--- src/sv/cp_interrupter_offsample_controller_top_defines.svh ---
// Assertion macros for the current-interrupter controller.
// Define ASSERT_OFF to compile all checks out.
`ifndef CP_INTERRUPTER_OFFSAMPLE_CONTROLLER_TOP_DEFINES_SVH
`define CP_INTERRUPTER_OFFSAMPLE_CONTROLLER_TOP_DEFINES_SVH

`ifndef ASSERT_OFF
// checked property, suspended while reset is high
`define CPIO_ASSERT(lbl, clk, rst, prop, msg) \
   lbl: assert property (@(posedge clk) disable iff (rst) (prop)) else $error(msg);
// checked property, also checked during reset
`define CPIO_ASSERT_ALWAYS(lbl, clk, prop, msg) \
   lbl: assert property (@(posedge clk) (prop)) else $error(msg);
`else
`define CPIO_ASSERT(lbl, clk, rst, prop, msg)
`define CPIO_ASSERT_ALWAYS(lbl, clk, prop, msg)
`endif

`endif

--- src/sv/cpio_pkg.sv ---
// Shared types and constants of the current-interrupter controller.
// No dependencies; used by the channel interfaces and the top level.
`timescale 1ns / 1ps

package cpio_pkg;

   localparam int BUFFER_DEPTH = 64;
   localparam int ADDR_W = (BUFFER_DEPTH > 1) ? $clog2(BUFFER_DEPTH) : 1;
   localparam int CNT_W  = $clog2(BUFFER_DEPTH + 1);

   localparam logic [15:0]        ON_TIME_RESET    = 16'd4000;
   localparam logic [15:0]        OFF_TIME_RESET   = 16'd1000;
   localparam logic [15:0]        CAPTURE_RESET    = 16'd300;
   localparam logic [15:0]        TEST_TIME_RESET  = 16'd1000;
   localparam logic signed [15:0] THRESHOLD_RESET  = -16'sd8500;
   localparam logic [15:0]        STRAY_RESET      = 16'd3000;
   localparam logic signed [15:0] HELD_ON_RESET    = -16'sd12800;
   localparam logic signed [15:0] HELD_OFF_RESET   = -16'sd11000;
   localparam logic [15:0]        HELD_IR_RESET    = 16'd1800;

   typedef enum logic [2:0] {
      CMD_TICK   = 3'd0,
      CMD_SAMPLE = 3'd1,
      CMD_START  = 3'd2,
      CMD_STOP   = 3'd3,
      CMD_TEST   = 3'd4
   } cmd_type;

   typedef enum logic [2:0] {
      CSR_ON_TIME   = 3'd0,
      CSR_OFF_TIME  = 3'd1,
      CSR_CAPTURE   = 3'd2,
      CSR_TEST_TIME = 3'd3,
      CSR_THRESHOLD = 3'd4,
      CSR_STRAY     = 3'd5
   } csr_reg_type;

   typedef enum logic [2:0] {
      SYS_PROTECTED = 3'd0,
      SYS_UNDER     = 3'd1,
      SYS_STRAY     = 3'd2,
      SYS_TEST      = 3'd3,
      SYS_CYCLING   = 3'd4
   } sys_state_type;

   typedef enum logic [1:0] {
      PH_IDLE = 2'd0,
      PH_ON   = 2'd1,
      PH_OFF  = 2'd2
   } cycle_phase_type;

   typedef enum logic [1:0] {
      ST_IDLE,
      ST_READ,
      ST_SEND
   } ctrl_state_type;

   typedef struct packed {
      logic [2:0]        cmd;
      logic signed [15:0] pipe_potential;
      logic [15:0]       coupon_density;
   } req_payload_type;

   typedef struct packed {
      logic              kind;
      logic              relay_on;
      logic [2:0]        system_state;
      logic signed [15:0] potential_out;
      logic [15:0]       density_out;
      logic signed [15:0] on_potential;
      logic signed [15:0] off_potential;
      logic [15:0]       ir_drop;
      logic              off_latched;
      logic [15:0]       sample_time_ms;
      logic              last;
   } rsp_payload_type;

   // one buffered sample
   typedef struct packed {
      logic              relay;
      logic [15:0]       time_ms;
      logic signed [15:0] pot;
      logic [15:0]       dens;
   } store_entry_type;

endpackage

--- src/sv/cpio_req_if.sv ---
// Request channel of the controller: valid/ready plus one command item.
// Depends on cpio_pkg.
`timescale 1ns / 1ps

interface cpio_req_if import cpio_pkg::*; ();
   logic            valid;
   logic            ready;
   req_payload_type data;

   modport source (output valid, output data, input ready);
   modport sink   (input valid, input data, output ready);
endinterface

--- src/sv/cpio_rsp_if.sv ---
// Response channel of the controller: valid/ready plus one result item.
// Depends on cpio_pkg.
`timescale 1ns / 1ps

interface cpio_rsp_if import cpio_pkg::*; ();
   logic            valid;
   logic            ready;
   rsp_payload_type data;

   modport source (output valid, output data, input ready);
   modport sink   (input valid, input data, output ready);
endinterface

--- src/sv/cp_interrupter_offsample_controller_top.sv ---
// Current-interrupter controller for cathodic protection: top level.
// Depends on cpio_pkg, cpio_req_if, cpio_rsp_if and the defines header.
//
// Usage:
//   req_ch carries commands: tick (1 ms), sample, start cycle, stop cycle,
//   single test. csr_we/csr_index/csr_wdata write the six timing and limit
//   registers; write them only while the block is idle.
//   rsp_ch carries results: one status result per sample, and a run of
//   buffered sample records when an off phase or a test ends.
// Output and throughput:
//   A status result sits in the output register the cycle after its request
//   is accepted. One request per cycle while rsp_ch.ready stays high; a
//   waiting result holds off new requests until the cycle it is taken.
//   A tick that ends an off phase or a test drains N buffered samples
//   (N up to 64), each record by a memory read into a register, then the
//   output load. No request is taken during the drain.
// Reset: synchronous, active high; registers return to defaults, the
//   buffer is empty, no clearing pass is needed.
// Stall: while rsp_ch.ready is low the result holds; every request and
//   every drain record waits until it is taken.
`timescale 1ns / 1ps

`include "cp_interrupter_offsample_controller_top_defines.svh"

module cp_interrupter_offsample_controller_top import cpio_pkg::*; (
   input  logic              clock,
   input  logic              reset,
   cpio_req_if.sink          req_ch,
   cpio_rsp_if.source        rsp_ch,
   input  logic              csr_we,
   input  logic [2:0]        csr_index,
   input  logic [15:0]       csr_wdata
);

   // configuration
   logic [15:0]        on_time_ff, off_time_ff, capture_ff, test_time_ff, stray_ff;
   logic signed [15:0] threshold_ff;

   // controller state
   logic               relay_ff, relay_in;
   logic               cyc_active_ff, cyc_active_in;
   cycle_phase_type    cyc_phase_ff, cyc_phase_in;
   logic               test_active_ff, test_active_in;
   logic [15:0]        phase_timer_ff, phase_timer_in;
   logic [15:0]        test_timer_ff, test_timer_in;
   logic [15:0]        batch_timer_ff, batch_timer_in;
   logic               cap_done_ff, cap_done_in;
   logic signed [15:0] held_on_ff, held_on_in;
   logic signed [15:0] held_off_ff, held_off_in;
   logic [15:0]        held_ir_ff, held_ir_in;
   logic [CNT_W-1:0]   count_ff, count_in;
   ctrl_state_type     state_ff, state_in;
   logic [ADDR_W-1:0]  drain_idx_ff, drain_idx_in;
   logic [CNT_W-1:0]   drain_len_ff, drain_len_in;
   logic               rsp_valid_ff, rsp_valid_in;
   rsp_payload_type    rsp_ff, rsp_in;

   // sample memory
   store_entry_type    mem [BUFFER_DEPTH];
   store_entry_type    mem_q_ff;
   logic               mem_we, mem_re;
   logic [ADDR_W-1:0]  mem_waddr, mem_raddr;
   store_entry_type    mem_wdata;

   // request datapath helpers
   logic               accept, out_free, drain_hit, drain_last;
   logic [15:0]        pt_inc, tt_inc, off_dur;
   logic signed [15:0] pot;
   logic [15:0]        dens, dens_kept;
   logic signed [16:0] diff;
   logic [16:0]        diff_abs;

   assign out_free   = !rsp_valid_ff || rsp_ch.ready;
   assign accept     = req_ch.valid && req_ch.ready;
   assign pot        = req_ch.data.pipe_potential;
   assign dens       = req_ch.data.coupon_density;
   assign dens_kept  = relay_ff ? dens : 16'd0;
   assign pt_inc     = (phase_timer_ff == 16'hFFFF) ? phase_timer_ff : phase_timer_ff + 16'd1;
   assign tt_inc     = (test_timer_ff == 16'hFFFF) ? test_timer_ff : test_timer_ff + 16'd1;
   assign off_dur    = cyc_active_ff ? phase_timer_ff : (test_active_ff ? test_timer_ff : 16'd0);
   assign diff       = {held_on_ff[15], held_on_ff} - {pot[15], pot};
   assign diff_abs   = diff[16] ? 17'(-diff) : 17'(diff);
   assign drain_last = (CNT_W'(drain_idx_ff) == drain_len_ff - CNT_W'(1));

   assign rsp_ch.valid = rsp_valid_ff;
   assign rsp_ch.data  = rsp_ff;

   // configuration writes
   always_ff @(posedge clock) begin
      if (reset) begin
         on_time_ff   <= ON_TIME_RESET;
         off_time_ff  <= OFF_TIME_RESET;
         capture_ff   <= CAPTURE_RESET;
         test_time_ff <= TEST_TIME_RESET;
         threshold_ff <= THRESHOLD_RESET;
         stray_ff     <= STRAY_RESET;
      end else if (csr_we) begin
         case (csr_index)
            CSR_ON_TIME:   on_time_ff   <= csr_wdata;
            CSR_OFF_TIME:  off_time_ff  <= csr_wdata;
            CSR_CAPTURE:   capture_ff   <= csr_wdata;
            CSR_TEST_TIME: test_time_ff <= csr_wdata;
            CSR_THRESHOLD: threshold_ff <= csr_wdata;
            CSR_STRAY:     stray_ff     <= csr_wdata;
            default: ;
         endcase
      end
   end

   // sample memory: one write and one registered read per cycle
   always_ff @(posedge clock) begin
      if (mem_we) begin
         mem[mem_waddr] <= mem_wdata;
      end
      if (mem_re) begin
         mem_q_ff <= mem[mem_raddr];
      end
   end

   // next state and outputs
   always_comb begin
      relay_in       = relay_ff;
      cyc_active_in  = cyc_active_ff;
      cyc_phase_in   = cyc_phase_ff;
      test_active_in = test_active_ff;
      phase_timer_in = phase_timer_ff;
      test_timer_in  = test_timer_ff;
      batch_timer_in = batch_timer_ff;
      cap_done_in    = cap_done_ff;
      held_on_in     = held_on_ff;
      held_off_in    = held_off_ff;
      held_ir_in     = held_ir_ff;
      count_in       = count_ff;
      state_in       = state_ff;
      drain_idx_in   = drain_idx_ff;
      drain_len_in   = drain_len_ff;
      rsp_valid_in   = rsp_valid_ff && !rsp_ch.ready;
      rsp_in         = rsp_ff;
      mem_we         = 1'b0;
      mem_waddr      = ADDR_W'(count_ff);
      mem_wdata      = '{relay: relay_ff, time_ms: batch_timer_ff, pot: pot, dens: dens_kept};
      mem_re         = 1'b0;
      mem_raddr      = drain_idx_ff;
      drain_hit      = 1'b0;
      req_ch.ready   = 1'b0;

      case (state_ff)
         ST_IDLE: begin
            req_ch.ready = out_free;
            if (accept) begin
               case (req_ch.data.cmd)
                  CMD_TICK: begin
                     phase_timer_in = pt_inc;
                     test_timer_in  = tt_inc;
                     batch_timer_in = batch_timer_ff + 16'd1;
                     if (cyc_active_ff) begin
                        if (cyc_phase_ff == PH_ON) begin
                           relay_in = 1'b1;
                           if (pt_inc >= on_time_ff) begin
                              cyc_phase_in   = PH_OFF;
                              phase_timer_in = 16'd0;
                              cap_done_in    = 1'b0;
                              relay_in       = 1'b0;
                           end
                        end else if (cyc_phase_ff == PH_OFF) begin
                           relay_in = 1'b0;
                           if (pt_inc >= off_time_ff) begin
                              drain_hit      = 1'b1;
                              cyc_phase_in   = PH_ON;
                              phase_timer_in = 16'd0;
                              batch_timer_in = 16'd0;
                              cap_done_in    = 1'b0;
                              relay_in       = 1'b1;
                           end
                        end
                     end
                     if (test_active_ff && !cyc_active_ff && tt_inc >= test_time_ff) begin
                        test_active_in = 1'b0;
                        relay_in       = 1'b1;
                        drain_hit      = 1'b1;
                     end
                     if (drain_hit) begin
                        count_in = '0;
                        if (count_ff != '0) begin
                           drain_len_in = count_ff;
                           drain_idx_in = '0;
                           state_in     = ST_READ;
                        end
                     end
                  end
                  CMD_SAMPLE: begin
                     if (relay_ff) begin
                        held_on_in = pot;
                     end else if (off_dur >= capture_ff && !cap_done_ff) begin
                        held_off_in = pot;
                        held_ir_in  = diff_abs[15:0];
                        cap_done_in = 1'b1;
                     end
                     if (count_ff < CNT_W'(BUFFER_DEPTH)) begin
                        mem_we   = 1'b1;
                        count_in = count_ff + CNT_W'(1);
                     end
                     rsp_valid_in          = 1'b1;
                     rsp_in.kind           = 1'b0;
                     rsp_in.relay_on       = relay_ff;
                     rsp_in.potential_out  = pot;
                     rsp_in.density_out    = dens_kept;
                     rsp_in.on_potential   = held_on_in;
                     rsp_in.off_potential  = held_off_in;
                     rsp_in.ir_drop        = held_ir_in;
                     rsp_in.off_latched    = cap_done_in;
                     rsp_in.sample_time_ms = batch_timer_ff;
                     rsp_in.last           = 1'b1;
                     if (dens > stray_ff) begin
                        rsp_in.system_state = SYS_STRAY;
                     end else if (cyc_active_ff) begin
                        rsp_in.system_state = SYS_CYCLING;
                     end else if (test_active_ff) begin
                        rsp_in.system_state = SYS_TEST;
                     end else if (held_off_in <= threshold_ff) begin
                        rsp_in.system_state = SYS_PROTECTED;
                     end else begin
                        rsp_in.system_state = SYS_UNDER;
                     end
                  end
                  CMD_START: begin
                     cyc_active_in  = 1'b1;
                     cyc_phase_in   = PH_ON;
                     phase_timer_in = 16'd0;
                     batch_timer_in = 16'd0;
                     count_in       = '0;
                     cap_done_in    = 1'b0;
                     relay_in       = 1'b1;
                  end
                  CMD_STOP: begin
                     cyc_active_in = 1'b0;
                     cyc_phase_in  = PH_IDLE;
                     relay_in      = 1'b1;
                  end
                  CMD_TEST: begin
                     if (!test_active_ff && !cyc_active_ff) begin
                        test_active_in = 1'b1;
                        cap_done_in    = 1'b0;
                        test_timer_in  = 16'd0;
                        batch_timer_in = 16'd0;
                        count_in       = '0;
                        relay_in       = 1'b0;
                     end
                  end
                  default: ;
               endcase
            end
         end
         ST_READ: begin
            mem_re   = 1'b1;
            state_in = ST_SEND;
         end
         ST_SEND: begin
            if (out_free) begin
               rsp_valid_in          = 1'b1;
               rsp_in.kind           = 1'b1;
               rsp_in.relay_on       = mem_q_ff.relay;
               rsp_in.system_state   = SYS_PROTECTED;
               rsp_in.potential_out  = mem_q_ff.pot;
               rsp_in.density_out    = mem_q_ff.dens;
               rsp_in.on_potential   = held_on_ff;
               rsp_in.off_potential  = held_off_ff;
               rsp_in.ir_drop        = held_ir_ff;
               rsp_in.off_latched    = 1'b0;
               rsp_in.sample_time_ms = mem_q_ff.time_ms;
               rsp_in.last           = drain_last;
               if (drain_last) begin
                  state_in = ST_IDLE;
               end else begin
                  drain_idx_in = drain_idx_ff + ADDR_W'(1);
                  state_in     = ST_READ;
               end
            end
         end
         default: state_in = ST_IDLE;
      endcase
   end

   always_ff @(posedge clock) begin
      if (reset) begin
         relay_ff       <= 1'b1;
         cyc_active_ff  <= 1'b0;
         cyc_phase_ff   <= PH_IDLE;
         test_active_ff <= 1'b0;
         phase_timer_ff <= 16'd0;
         test_timer_ff  <= 16'd0;
         batch_timer_ff <= 16'd0;
         cap_done_ff    <= 1'b0;
         held_on_ff     <= HELD_ON_RESET;
         held_off_ff    <= HELD_OFF_RESET;
         held_ir_ff     <= HELD_IR_RESET;
         count_ff       <= '0;
         state_ff       <= ST_IDLE;
         drain_idx_ff   <= '0;
         drain_len_ff   <= '0;
         rsp_valid_ff   <= 1'b0;
      end else begin
         relay_ff       <= relay_in;
         cyc_active_ff  <= cyc_active_in;
         cyc_phase_ff   <= cyc_phase_in;
         test_active_ff <= test_active_in;
         phase_timer_ff <= phase_timer_in;
         test_timer_ff  <= test_timer_in;
         batch_timer_ff <= batch_timer_in;
         cap_done_ff    <= cap_done_in;
         held_on_ff     <= held_on_in;
         held_off_ff    <= held_off_in;
         held_ir_ff     <= held_ir_in;
         count_ff       <= count_in;
         state_ff       <= state_in;
         drain_idx_ff   <= drain_idx_in;
         drain_len_ff   <= drain_len_in;
         rsp_valid_ff   <= rsp_valid_in;
      end
   end

   always_ff @(posedge clock) begin
      rsp_ff <= rsp_in;
   end

   // checks
   `CPIO_ASSERT(a_drain_idx_range, clock, reset, (state_ff != ST_IDLE) |-> (CNT_W'(drain_idx_ff) < drain_len_ff), "drain index beyond run length")
   `CPIO_ASSERT(a_count_bound, clock, reset, count_ff <= CNT_W'(BUFFER_DEPTH), "sample count beyond buffer depth")
   `CPIO_ASSERT(a_drain_clears, clock, reset, (state_ff == ST_IDLE && state_in == ST_READ) |=> (count_ff == '0), "buffer not emptied at drain start")
   `CPIO_ASSERT(a_last_ends, clock, reset, (state_ff == ST_SEND && out_free && drain_last) |=> (state_ff == ST_IDLE && rsp_ff.last && rsp_ff.kind), "final record does not end the drain")

endmodule
--- src/flat_wrapper.sv ---
// flat-port wrapper written by rule: the top's interface ports become plain ports
module cp_interrupter_offsample_controller_top_flat import cpio_pkg::*;
  (clock, reset, csr_we, csr_index, csr_wdata, req_ch_valid, req_ch_data, req_ch_ready, rsp_ch_valid, rsp_ch_data, rsp_ch_ready);
  cpio_req_if req_ch_i ();
  cpio_rsp_if rsp_ch_i ();
  input  logic clock;
  input  logic reset;
  input  logic csr_we;
  input  logic [2:0] csr_index;
  input  logic [15:0] csr_wdata;
  input wire logic [$bits(req_ch_i.valid)-1:0] req_ch_valid;
  input wire logic [$bits(req_ch_i.data)-1:0] req_ch_data;
  output wire logic [$bits(req_ch_i.ready)-1:0] req_ch_ready;
  output wire logic [$bits(rsp_ch_i.valid)-1:0] rsp_ch_valid;
  output wire logic [$bits(rsp_ch_i.data)-1:0] rsp_ch_data;
  input wire logic [$bits(rsp_ch_i.ready)-1:0] rsp_ch_ready;
  assign req_ch_i.valid = req_ch_valid;
  assign req_ch_i.data = req_ch_data;
  assign req_ch_ready = req_ch_i.ready;
  assign rsp_ch_valid = rsp_ch_i.valid;
  assign rsp_ch_data = rsp_ch_i.data;
  assign rsp_ch_i.ready = rsp_ch_ready;
  cp_interrupter_offsample_controller_top u_core (.clock(clock), .reset(reset), .req_ch(req_ch_i), .rsp_ch(rsp_ch_i), .csr_we(csr_we), .csr_index(csr_index), .csr_wdata(csr_wdata));
endmodule
--- config.mk ---
export PLATFORM = sky130hd
export DESIGN_NAME = cp_interrupter_offsample_controller_top_flat
export DESIGN_NICKNAME = d
export VERILOG_FILES = /design/src/sv/cpio_pkg.sv /design/src/sv/cpio_req_if.sv /design/src/sv/cpio_rsp_if.sv /design/src/sv/cp_interrupter_offsample_controller_top.sv /design/src/flat_wrapper.sv
export VERILOG_INCLUDE_DIRS = /design/src /design/src/sv
export SDC_FILE = /design/constraint.sdc
export NUM_CORES = 2
export LEC_CHECK = 0
export BUFFER_PORTS_ARGS = -buffer_cell sky130_fd_sc_hd__buf_2
export CAP_MARGIN = 5
export CORE_MARGIN = 2
export CORE_UTILIZATION = 45
export CTS_CLUSTER_SIZE = 30
export DETAILED_ROUTE_END_ITERATION = 6
export MAX_ROUTING_LAYER = met4
export SKIP_LAST_GASP = 1
export SLEW_MARGIN = 30
export SYNTH_ARGS = -nofsm -noshare
export SYNTH_HDL_FRONTEND = slang
export SYNTH_SLANG_ARGS = --single-unit
--- constraint.sdc ---
create_clock -name clock -period 21.4 [get_ports clock]
set_clock_uncertainty 0.05 [all_clocks]
set_input_delay 1.07 -clock clock [delete_from_list [all_inputs] [get_ports clock]]
set_output_delay 1.07 -clock clock [all_outputs]
set_load 0.03 [all_outputs]
-- After elaboration in Yosys (flattened, before gate mapping)
Memory sizes are Yosys's and may differ from the RTL's. A register that Yosys moved wholly into a read port is not among the register bits.
Cells that the tools add are included.
- logic and storage cells: 225
- bits of input ports: 59
- RAM bits: 3136
- flip-flop bits (word level): 324
- memories: 1
- $add $sub $neg: 8
- reductions and logical operators: 45
- eq/ne operators: 33
- $lt $le $gt $ge: 7
- multiplexer cells: 98
- memories (name ; words ; width ; rd ports ; clocked after Yosys merged registers in ; write ports ; RTL line ; source):
    u_core.mem ; 64 ; 49 ; 1 ; 1 ; 1 ; cp_interrupter_offsample_controller_top.sv:59 ; store_entry_type mem [BUFFER_DEPTH];
- operators by type and width (cell ; number):
    two-way mux 16 bit ; 24
    two-way mux 103 bit ; 3
    case mux 103 bit (2 select lines) ; 1
    greater-or-equal comparator 16 bit ; 4
    case mux 16 bit (2 select lines) ; 2
    adder 16 x 1 -> 16 bit, second input constant ; 3
    case mux 16 bit (3 select lines) ; 1
    two-way mux 1 bit ; 36
    two-way mux 6 bit ; 6
    == test 16 bit, second input constant ; 2
    case mux 7 bit (4 select lines) ; 1
    two-way mux 7 bit ; 3
    two-way mux 2 bit ; 10
    inequality test 2 x 1 -> 1 bit, second input constant ; 9
    subtractor 16 x 16 -> 17 bit ; 1
    > comparator 16 bit ; 1
    <= comparator 16 bit ; 1
    negator 16 bit ; 1
    AND reduction 5 bit ; 3
    AND reduction 7 bit ; 2
    == test 3 x 2 -> 1 bit, second input constant ; 4
    case mux 2 bit (3 select lines) ; 2
    case mux 6 bit (2 select lines) ; 1
    AND reduction 2 bit ; 6
    31 further kinds ; 64

-- Depth between registers and ports, before layout
- depth after elaboration: 17
- gate-level depth with buffers: 22
- depth with buffers taken out: 19

-- Worst setup path before layout
Ideal clock, no wire load.
- path kind: input -> register
- start: input port req_ch_data[34]
- end: register u_core.rsp_ff, in the netlist u_core.rsp_ch.data[0], enable pin
- data arrival time: 8.720 ns
- data required time: 20.658 ns
- cell stages on the path: 4
- slack: 11.938 ns
- path buffers: 1
- path through: clkbuf_1 > nor3b_2 > a21oi_1 > nor3_1
- word-level cells in the longest chain between the ends: 3
- RTL lines (what ; RTL line ; source):
    start, declared ; flat_wrapper.sv:12 ; input wire logic [$bits(req_ch_i.data)-1:0] req_ch_data;
    == test 3 x 1 -> 1 bit ; cp_interrupter_offsample_controller_top.sv:151 ; case (req_ch.data.cmd)
    inequality test 2 bit (no line) ; -- ;
    AND reduction 4 bit (no line) ; -- ;
    end signal, assigned ; cp_interrupter_offsample_controller_top.sv:323 ; rsp_ff <= rsp_in;
    end, declared ; cp_interrupter_offsample_controller_top.sv:56 ; rsp_payload_type rsp_ff, rsp_in;
Every way passes these cells.
A chain may end at the register's enable or synchronous reset.

==> flow_metrics.tcl <==
set metrics [dict create \
    start_util_pct 45.1 \
    cts_setup_buffers 0 \
    hpwl_mm 217 \
    power.leakage_nw 50.3 \
    synth_mux_area_share_pct 17.1 \
    grt_pass1_vias 68900 \
    die-width_um 557 \
    htreeDepth 5 \
    synth_most_common_cell "edfxtp_1" \
    synth_fa_ha_area_share_pct 1.12 \
    first_iter_violations 10400 \
    nets 7204 \
    routed_wl_mm 394 \
    cts_buffer_depth 4 \
    clk_latency_ps 930 \
    core_sq_um 305000 \
    grt_pass1_wl_mm 546 \
    ctsResizeCount 0 \
    final_hold_viol_count 0 \
    critPathArrivalTime_ps 6710 \
    hold_class "register to register" \
    design_area_sq_um 157000 \
    io_buffers 163 \
    cellPowerDensity_nw_per_um2 89.0 \
    holdBufCountCts 0 \
    place_congestion 0.895 \
    setup-violations-final 0 \
    grt_overflow 0 \
    cpMostUsedCell "mux4_2" \
    avgRoutedWirePerCell_um 34.4 \
    path_class "register to register" \
    setup.worst_path.start_class "register" \
    yosys_warnings 0 \
    synth_cells 6612 \
    yosysTopAreaCell "edfxtp_1" \
    synthFlopType "edfxtp_1" \
    die_y_um 557 \
    rsz0062_at_grt "false" \
    antenna_found_initial 23 \
    clkSinkCount 3509 \
    timing.critical_path.cells "buf_6, buf_12, buf_6, buf_12, buf_16, buf_4, mux4_2, mux4_2, mux4_2" \
    required_ps 22000 \
    syn-cell-area_sq_um 138000 \
    period_needed_ps 6120 \
    drc_errors 0 \
    post_drt_via_cell_ratio 6.22 \
    synth_area_per_cell_sq_um 20.8 \
    synth_top_family_by_area "multiplexers" \
    endpoint_kind "register" \
    final.setup.tns_ps 0 \
    synth_cell_type_count 79 \
    yosys_register_bits 3509 \
    fp-row-count 203 \
    synth_edf_count 3288 \
    yosysSeqAreaShare_pct 74.9 \
    slew_viol_final 0 \
    vias 71000 \
    synth_xor_xnor_area_share_pct 0.439 \
    final_layout_size_suffix_gt1_share_pct 28.5 \
    fmax_mhz 164 \
    timing.slew.headroom_pct 28.6 \
    synth-simple-area-share_pct 3.00 \
    worst_pin_slew_ps 1070 \
    root_buffer "clkbuf_16" \
    firstDrtPassIters 6 \
    async_flop_share_pct 0 \
    ir_drop_uv 75.9 \
    cp_slowest_cell "dfxtp_4" \
    ant_nets 0 \
    synth_commonest_cells "edfxtp_1, mux4_2, nand2_1, clkbuf_1, nor2_1" \
    cp_slowest_stage_delay_ps 650 \
    syn-num-nets 6794 \
    yosysTopAreaCellShare_pct 71.7 \
    syn2layout_area_growth_pct 14.2 \
    ios 164 \
    period_share_pct 28.6 \
    clk_pin_slew_worst_paths_ps 60 \
    synth_compound_area_share_pct 2.14 \
    synth.area.top_cells "edfxtp_1, mux4_2, dfxtp_1, nand2_1, ha_1" \
    grt_start_max_net_pins 109 \
    cts_tree "done" \
    place_ws_ps 14610 \
    dieArea_sq_um 311000 \
    place_area_sq_um 145000 \
    critPathMaxFanout 91 \
    setup_slack_ps 15280 \
    maxCapViolations 0 \
    cts_buffers 361 \
    status "finished, final reports clean" \
    track_usage_pct 26.0 \
]
==> critical path, delay by kind of cell, from the launching register on <==
kind / cells / cell delay (ps)
buffers and inverters: 6 / 3250
DFF: 1 / 650
muxes: 3 / 1630
==> cells in the final DEF (no fill, tap or decap), drive strengths merged, types with 37 or more instances in the layout <==
cell	Yosys	routed
edfxtp	3288	3288
mux4	1029	1029
clkbuf	258	441
nand2	422	422
buf	84	389
nor2	247	247
dfxtp	221	221
a21oi	146	146
inv	129	143
clkinv	0	143
ha	122	122
o21ai	119	119
bufinv	0	41
xnor2	38	38
a211o	37	37
nand3	37	37
==> per-stage QoR <==
stage | power (W) | hold slack (ps) | util [%] | cells
6_report | 0.0140 | 402 | 51.6 | 11400
5_1_grt | 0.0144 | 411 | 51.5 | 11400
4_1_cts | 0.0141 | 369 | 51.4 | 11400
3_5_place_dp | 0.00786 | 396 | 47.6 | 10700
3_3_place_gp | 0.00785 | 392 | 47.3 | 10700
2_1_floorplan | 0.00775 | 385 | - | 6612
==> metal layers <==
layer,up-vias,share of wire [%],global-route usage [%]
met2,3898,48,40.1
met5,-,0,-
li1,28100,-,-
met1,38500,40,36.6
met3,503,9.8,4.61
met4,0,1.9,5.12
==> cells by family after synthesis <==
logic type | count (synthesis)
flip-flops | 3509
XOR/XNOR | 69
AO/OA/AOI/OAI | 459
AND/OR/NAND/NOR | 921
buffers and inverters | 471
adder cells (fa/ha/maj) | 123
multiplexers | 1060
==> flip-flops by register name, summed over array words and instances, names as in the netlist, 2 cells and up <==
signal and count:
u_core.threshold_ff 16, u_core.held_ir_ff 16, u_core.mem_q_ff 49, u_core.capture_ff 16, u_core.cyc_phase_ff 2, u_core.batch_timer_ff 16
u_core.test_timer_ff 16, u_core.count_ff 7, u_core.drain_idx_ff 6, u_core.state_ff 2, u_core.rsp_ch.data 103, u_core.on_time_ff 16
u_core.stray_ff 16, u_core.off_time_ff 16, u_core.test_time_ff 16, u_core.mem 3136, u_core.held_on_ff 16, u_core.held_off_ff 16
u_core.phase_timer_ff 16, u_core.drain_len_ff 7
==> final timing paths <==
check / to / depth (start not counted) / startpoint / slack (ps)
min: u_core.stray_ff[15] / 2 / u_core.stray_ff[15] / 400
max: u_core.mem_q_ff[9] / 9 / u_core.drain_idx_ff[0] / 15280
min reg2reg: u_core.stray_ff[15] / 2 / u_core.stray_ff[15] / 400
max reg2reg: u_core.mem_q_ff[9] / 9 / u_core.drain_idx_ff[0] / 15280
==> final cells by class <==
type / count / area, sq um
antenna: 10 / 25.0
clock buffer: 441 / 9510
clock inverter: 214 / 2220
fill: 23800 / 148000
inverter: 129 / 487
multi-input combinational: 2632 / 33300
sequential: 3509 / 103000
tap: 4100 / 5130
timing repair buffer: 389 / 3450
==> where the power goes <==
| part | internal, W | switching (W) |
|---|---|---|
| clock network | 0.00366 | 0.00263 |
| registers | 0.00748 | 0.0000106 |
| logic | 0.0000520 | 0.000174 |
No activity file was read; power rests on OpenSTA's default activity.
